===== config.mk =====
export PLATFORM = sky130hd
export DESIGN_NAME = stack_with_positional_insert_top
export DESIGN_NICKNAME = d
export VERILOG_FILES = /design/src/rtl/swpi_pkg.sv /design/src/rtl/swpi_cell.sv /design/src/rtl/swpi_ctrl.sv /design/src/rtl/stack_with_positional_insert_top.sv
export SDC_FILE = /design/constraint.sdc
export NUM_CORES = 2
export LEC_CHECK = 0
export BUFFER_PORTS_ARGS = -buffer_cell sky130_fd_sc_hd__buf_2
export CELL_PAD_IN_SITES_DETAIL_PLACEMENT = 2
export CELL_PAD_IN_SITES_GLOBAL_PLACEMENT = 2
export CORE_AREA = 5 5 414 416
export CTS_CLUSTER_DIAMETER = 60
export DETAILED_ROUTE_END_ITERATION = 10
export DIE_AREA = 0 0 419 421
export GPL_TIMING_DRIVEN = 0
export PLACE_DENSITY_LB_ADDON = 0.3
export RECOVER_POWER = 100
export SYNTH_ARGS = -nofsm -noshare
export SYNTH_HDL_FRONTEND = slang
export SYNTH_SLANG_ARGS = --single-unit

===== constraint.sdc =====
create_clock -name clk -period 20 [get_ports clk]
set_clock_uncertainty 0.1 [all_clocks]
set_input_delay 3 -clock clk [delete_from_list [all_inputs] [get_ports clk]]
set_output_delay 3 -clock clk [all_outputs]
set_load 0.005 [all_outputs]

===== src/rtl/swpi_pkg.sv =====
// Shared types and constants for the positional-insert stack.
// No dependencies; used by every module of the block.
`timescale 1ns / 1ps
`default_nettype none

package swpi_pkg;

  localparam int STACK_DEPTH = 32;
  localparam int WORD_WIDTH  = 32;
  localparam int IDX_W       = $clog2(STACK_DEPTH);
  localparam int CNT_W       = $clog2(STACK_DEPTH + 1);
  localparam int VAL_W       = 32;
  localparam int OP_W        = 2;
  localparam int POS_W       = 6;
  localparam int FILL_W      = 6;
  localparam int STAT_W      = 2;

  typedef enum logic [OP_W-1:0] {
    OP_PUSH   = 2'd0,
    OP_POP    = 2'd1,
    OP_INSERT = 2'd2
  } op_t;

  typedef enum logic [STAT_W-1:0] {
    ST_OK     = 2'd0,
    ST_EMPTY  = 2'd1,
    ST_FULL   = 2'd2,
    ST_BADPOS = 2'd3
  } status_t;

  // Broadcast from the decoder to every cell
  typedef struct packed {
    logic             wr_en;   // a word is written this cycle
    logic             ins;     // entries at and above slot move up
    logic [IDX_W-1:0] slot;    // cell that takes the new word
    logic [CNT_W-1:0] count;   // fill level before the operation
  } cell_ctrl_t;

endpackage

`default_nettype wire


===== src/rtl/swpi_cell.sv =====
// One storage cell of the stack: holds, loads the new word, or takes its lower neighbor.
// Depends on swpi_pkg.
`timescale 1ns / 1ps
`default_nettype none

module swpi_cell (
  input  wire logic                             clk,
  input  wire logic [swpi_pkg::IDX_W-1:0]       idx,
  input  wire swpi_pkg::cell_ctrl_t             ctrl,
  input  wire logic [swpi_pkg::WORD_WIDTH-1:0]  new_word,
  input  wire logic [swpi_pkg::WORD_WIDTH-1:0]  lower_word,
  output logic      [swpi_pkg::WORD_WIDTH-1:0]  word
);

  logic load;
  logic shift;

  // Cell role for this cycle
  assign load  = ctrl.wr_en && (idx == ctrl.slot);
  assign shift = ctrl.wr_en && ctrl.ins && (idx > ctrl.slot) &&
                 (swpi_pkg::CNT_W'(idx) <= ctrl.count);

  // Payload only, no reset
  always_ff @(posedge clk) begin
    if (load) begin
      word <= new_word;
    end else if (shift) begin
      word <= lower_word;
    end
  end

endmodule

`default_nettype wire


===== src/rtl/swpi_ctrl.sv =====
// Operation decoder: checks limits, picks the target cell and the next fill level.
// Depends on swpi_pkg.
`timescale 1ns / 1ps
`default_nettype none

module swpi_ctrl (
  input  wire logic [swpi_pkg::OP_W-1:0]  operation,
  input  wire logic [swpi_pkg::POS_W-1:0] position,
  input  wire logic [swpi_pkg::CNT_W-1:0] count,
  output swpi_pkg::cell_ctrl_t            ctrl,
  output swpi_pkg::status_t               status,
  output logic                            pop_ok,
  output logic [swpi_pkg::CNT_W-1:0]      count_next
);

  logic empty;
  logic full;
  logic pos_ok;

  assign empty  = (count == '0);
  assign full   = (count == swpi_pkg::CNT_W'(swpi_pkg::STACK_DEPTH));
  assign pos_ok = (position != '0) &&
                  (swpi_pkg::CNT_W'(position) <= count) &&
                  (swpi_pkg::POS_W'(count) >= position);

  // Decode one transaction
  always_comb begin
    ctrl.wr_en = 1'b0;
    ctrl.ins   = 1'b0;
    ctrl.slot  = count[swpi_pkg::IDX_W-1:0];
    ctrl.count = count;
    status     = swpi_pkg::ST_OK;
    pop_ok     = 1'b0;
    count_next = count;
    unique case (operation)
      swpi_pkg::OP_PUSH: begin
        if (full) begin
          status = swpi_pkg::ST_FULL;
        end else begin
          ctrl.wr_en = 1'b1;
          count_next = count + 1'b1;
        end
      end
      swpi_pkg::OP_POP: begin
        if (empty) begin
          status = swpi_pkg::ST_EMPTY;
        end else begin
          pop_ok     = 1'b1;
          count_next = count - 1'b1;
        end
      end
      swpi_pkg::OP_INSERT: begin
        priority if (empty) begin
          status = swpi_pkg::ST_EMPTY;
        end else if (full) begin
          status = swpi_pkg::ST_FULL;
        end else if (!pos_ok) begin
          status = swpi_pkg::ST_BADPOS;
        end else begin
          ctrl.wr_en = 1'b1;
          ctrl.ins   = 1'b1;
          ctrl.slot  = swpi_pkg::IDX_W'(position - 1'b1);
          count_next = count + 1'b1;
        end
      end
      default: begin
        // unused code: no operation
        status = swpi_pkg::ST_OK;
      end
    endcase
  end

endmodule

`default_nettype wire


===== src/rtl/stack_with_positional_insert_top.sv =====
// Top level of the positional-insert stack: decoder, row of cells, result registers.
// Depends on swpi_pkg, swpi_ctrl and swpi_cell.
//
//  channel  | handshake            | payload
//  ---------+----------------------+-----------------------------------
//  command  | start / busy         | operation, value, position
//  result   | done (one-cycle)     | popped_value, status, fill_count
//
// A transaction is taken at any edge with start high; busy stays low.
// Each cell holds, loads or takes its lower neighbor at the same edge, and the
// result is registered and shows in the next cycle.
// Reset clears the fill level and the result strobe; cell contents are not reset.
// The result has no back-pressure and is valid only while done is high.
`timescale 1ns / 1ps
`default_nettype none

module stack_with_positional_insert_top (
  input  wire logic                           clk,
  input  wire logic                           rst,
  input  wire logic                           start,
  output logic                                busy,
  input  wire logic [swpi_pkg::OP_W-1:0]      operation,
  input  wire logic signed [swpi_pkg::VAL_W-1:0] value,
  input  wire logic [swpi_pkg::POS_W-1:0]     position,
  output logic                                done,
  output logic signed [swpi_pkg::VAL_W-1:0]   popped_value,
  output logic [swpi_pkg::STAT_W-1:0]         status,
  output logic [swpi_pkg::FILL_W-1:0]         fill_count
);

  logic [swpi_pkg::CNT_W-1:0]      count;
  logic [swpi_pkg::CNT_W-1:0]      count_next;
  swpi_pkg::cell_ctrl_t            ctrl;
  swpi_pkg::status_t               st;
  logic                            pop_ok;
  logic [swpi_pkg::WORD_WIDTH-1:0] new_word;
  logic [swpi_pkg::WORD_WIDTH-1:0] cells [swpi_pkg::STACK_DEPTH];
  logic [swpi_pkg::WORD_WIDTH-1:0] top_word;
  swpi_pkg::cell_ctrl_t            cell_ctrl;

  assign busy     = 1'b0;
  assign new_word = swpi_pkg::WORD_WIDTH'(value);

  swpi_ctrl u_ctrl (
    .operation  (operation),
    .position   (position),
    .count      (count),
    .ctrl       (ctrl),
    .status     (st),
    .pop_ok     (pop_ok),
    .count_next (count_next)
  );

  // Writes only on an accepted transaction
  always_comb begin
    cell_ctrl       = ctrl;
    cell_ctrl.wr_en = ctrl.wr_en && start;
  end

  // Row of cells, index 0 is the bottom entry
  for (genvar i = 0; i < swpi_pkg::STACK_DEPTH; i++) begin : g_cell
    logic [swpi_pkg::WORD_WIDTH-1:0] lower;
    if (i == 0) begin : g_bottom
      assign lower = '0;
    end else begin : g_upper
      assign lower = cells[i-1];
    end
    swpi_cell u_cell (
      .clk        (clk),
      .idx        (swpi_pkg::IDX_W'(i)),
      .ctrl       (cell_ctrl),
      .new_word   (new_word),
      .lower_word (lower),
      .word       (cells[i])
    );
  end

  // Current top entry for pop
  assign top_word = cells[swpi_pkg::IDX_W'(count - 1'b1)];

  // Fill level and result strobe
  always_ff @(posedge clk) begin
    if (rst) begin
      count <= '0;
      done  <= 1'b0;
    end else begin
      done <= start;
      if (start) begin
        count <= count_next;
      end
    end
  end

  // Result payload
  always_ff @(posedge clk) begin
    if (start) begin
      popped_value <= pop_ok ? swpi_pkg::VAL_W'($signed(top_word)) : '0;
      status       <= st;
      fill_count   <= swpi_pkg::FILL_W'(count_next);
    end
  end

endmodule

`default_nettype wire


==> flow_metrics.tcl <==
set metrics [dict create \
    slowest_stage "nor4_1" \
    synth_area_mm2 0.0548 \
    cts_sinks 1071 \
    ys_seq_area_share_pct 58.6 \
    hold_class "reg2reg" \
    nNetsFinal 3586 \
    synthCells 3282 \
    cp_max_fo 41 \
    intPower_mw 4.08 \
    leakage_nw 19.1 \
    yosys.area_share.simple_pct 2.71 \
    yosys-top-cells-area "edfxtp_1 (58%), mux2_2 (21%), mux4_2 (11%)" \
    slowest_delay_ns 2.64 \
    vdd_drop_max_v 0.0000662 \
    cap_viol_max_count 38 \
    hold_slack_ns 0.456 \
    max-slew-margin-rel_pct -126 \
    startpoint_type "input pin" \
    finalSetupViolations 0 \
    critPathCaptureType "flip-flop" \
    ant_nets 0 \
    ios 85 \
    async_flop_share_pct 0 \
    die_h_um 421 \
    fmax_mhz 95.1 \
    drc 0 \
    cts_htree_levels 4 \
    wl_per_cell_um 31.0 \
    avgViaCountPerCell 5.46 \
    layout-drive-gt1-share_pct 42.1 \
    ctsResizeCount 0 \
    crit_arrival_ns 10.77 \
    synth_compound_area_share_pct 2.48 \
    synth_most_common_cell "edfxtp_1" \
    dr.first_iter.drc_count 2738 \
    start_util_pct 32.8 \
    worstPathRequired_ns 20.26 \
    final-hold-violation-count 0 \
    syn_nets 3336 \
    globalplace.congestion 0.864 \
    synth_cell_types 70 \
    clk_pin_slew_ns 0.06 \
    antenna_found_initial 4 \
    worst_path_most_repeated_cell "clkbuf_1" \
    swShare_pct 26.4 \
    cts_root_buf "clkbuf_16" \
    port_buffers 81 \
    path_cells "clkbuf_1, clkbuf_1, o21ai_0, nor4_1, clkbuf_1, a21o_1" \
    setup_tns_ns 0 \
    synth-seq-cells 1071 \
    cts_buffers 133 \
    drt_pass1_iterations 5 \
    syn_avg_cell_area_um2 16.7 \
    synthMuxAreaShare_pct 33.5 \
    dominantRegCellSynth "edfxtp_1" \
    synth-xor-area-share_pct 0.0959 \
    synth_top_family_by_area "multiplexers" \
    p_per_area_mw_per_mm2 89.4 \
    syn2layout_area_growth_pct 13.1 \
    rows 150 \
    grt_util_all_layers_pct 20.2 \
    clock_latency_ns 0.76 \
    grt_max_degree 42 \
    die_w_um 419 \
    layout_min_cycle_time_ns 10.51 \
    p_sw_mw 1.47 \
    p_seq_share_pct 44.8 \
    hold_buffers 0 \
    worst-slew-pin-transition_ns 3.36 \
    synth-edff-count 1064 \
    clockBufferDepth 3 \
    core_mm2 0.167 \
    grt_pass1_vias 34435 \
    seqCellArea_mm2 0.0321 \
    n_fill_cell 16388 \
    via_count 31878 \
    synth_fa_ha_area_share_pct 0.251 \
    yosys-top-cells-count "edfxtp_1 (1064), mux2_2 (1036), mux4_2 (260)" \
    synth_top_area_cell "edfxtp_1" \
    routed_wl_um 181000 \
    multi_input_area_mm2 0.0213 \
    outcome "finished with violations" \
    overflow 0 \
    combPwrFrac_pct 13.3 \
    hpwlAfterDp_um 144000 \
    die_area_mm2 0.176 \
    yosys_warnings 0 \
    slew_violations 707 \
    rsz0062_at_grt "false" \
    netlist.area_leader.share_pct 58.3 \
    worst-setup-path-type "in2reg" \
    clockPowerShare_pct 41.9 \
    violations "capacitance limit, slew limit" \
    post_cts_buffers 0 \
    cts_tree "done" \
    fin_crit_sh_pct 52.6 \
    grt_pass1_wl_um 260000 \
]
metal layers:
metal / track usage (%) / share of wire, %
met1: 28.5 / 45
met2: 33.3 / 48
met3: 2.58 / 4.6
met4: 5.03 / 2.2
met5: 0 / 0
worst max-delay path: cells and delay by family:
family	cells	cell delay, ns
AO/OA/AOI/OAI	2	1.69
AND/OR/NAND/NOR	1	2.64
buffers and inverters	3	3.36
path summary, 6_finish.rpt:
path                                                     startpoint                              endpoint  slack (ns)  depth (start not counted)
worst max-delay path                                          start  g_cell[25].u_cell.word[20]$_DFFE_PP_        9.49                          6
worst min-delay path            g_cell[12].u_cell.word[9]$_DFFE_PP_   g_cell[13].u_cell.word[9]$_DFFE_PP_        0.46                          1
worst max register to register                count[3]$_SDFFE_PP0P_  g_cell[25].u_cell.word[20]$_DFFE_PP_       10.60                         12
worst min register to register  g_cell[12].u_cell.word[9]$_DFFE_PP_   g_cell[13].u_cell.word[9]$_DFFE_PP_        0.46                          1
flip-flops by register name, summed over array words and instances (netlist names):
| register | count |
|---|---|
| status | 2 |
| count | 6 |
| done | 1 |
| g_cell.u_cell.word | 1024 |
| popped_value | 32 |
| fill_count | 6 |
cell usage in the layout, fill, tap and decap left out, types with 6 or more instances in the layout:
master,netlist,routed
ha_1,11,11
o22ai_1,32,32
or3_1,7,7
nand4_1,13,13
buf_2,67,56
mux2_2,1036,1014
inv_1,7,7
o31ai_1,9,9
and3_1,9,9
and2_0,1,20
nor4_1,3,13
bufinv_16,0,8
clkinvlp_4,0,7
nor3_1,15,14
o211ai_1,10,10
clkbuf_16,0,137
nand3_1,17,18
clkbuf_1,210,367
clkinv_2,0,21
nand2_1,98,97
and2_1,33,14
a21o_1,6,6
edfxtp_1,1064,1064
a211oi_1,5,6
dfxtp_1,7,7
mux4_2,260,260
mux2i_1,64,64
a21oi_1,32,32
nor2_1,38,38
o21ai_0,79,80
clkinv_1,4,34
mux2_1,16,38
diode_2,0,9
or2_2,9,7
buf_1,36,25
power groups by stage:
stage               sequential [mW]  clock, mW  combinational (mW)
floorplan                      2.52          0               0.424
global placement               2.53          0               0.722
detailed placement             2.53          0               0.744
CTS                            2.48       2.38               0.748
global route                   2.48       2.47               0.773
finish                         2.48       2.32               0.736
per-stage QoR:
step           worst slack, ns  power [mW]  util, %  instance area [um^2]  cells
6_report                  9.49        5.54     37.1                 62000   5841
3_5_place_dp             11.30        3.27     35.2                 58800   5601
3_3_place_gp              8.18        3.25     34.7                 57900   5567
4_1_cts                  12.11        5.61     37.7                 62900   5832
2_1_floorplan            11.48        2.95        -                 54800   3282
5_1_grt                   9.30        5.72     37.1                 61900   5832
logic make-up (layout without fill, tap and decap cells):
kind of cell             Yosys count  in the layout
buffers and inverters            325            671
AND/OR/NAND/NOR                  275            275
flip-flops                      1071           1071
multiplexers                    1376           1376
adder cells (fa/ha/maj)           11             11
AO/OA/AOI/OAI                    217            217
other                              1             10
XOR/XNOR                           6              6
cell type report:
class / count / area share (%)
Multi-Input combinational cell: 1886 / 34.3
Inverter: 11 / 0.0666
Buffer: 314 / 1.93
Sequential cell: 1071 / 51.8
Timing Repair Buffer: 115 / 0.810
Clock buffer: 158 / 5.66
Antenna cell: 9 / 0.0363
Tap cell: 2204 / 4.45
Clock inverter: 73 / 0.923
(Power assumes the default switching activity.)
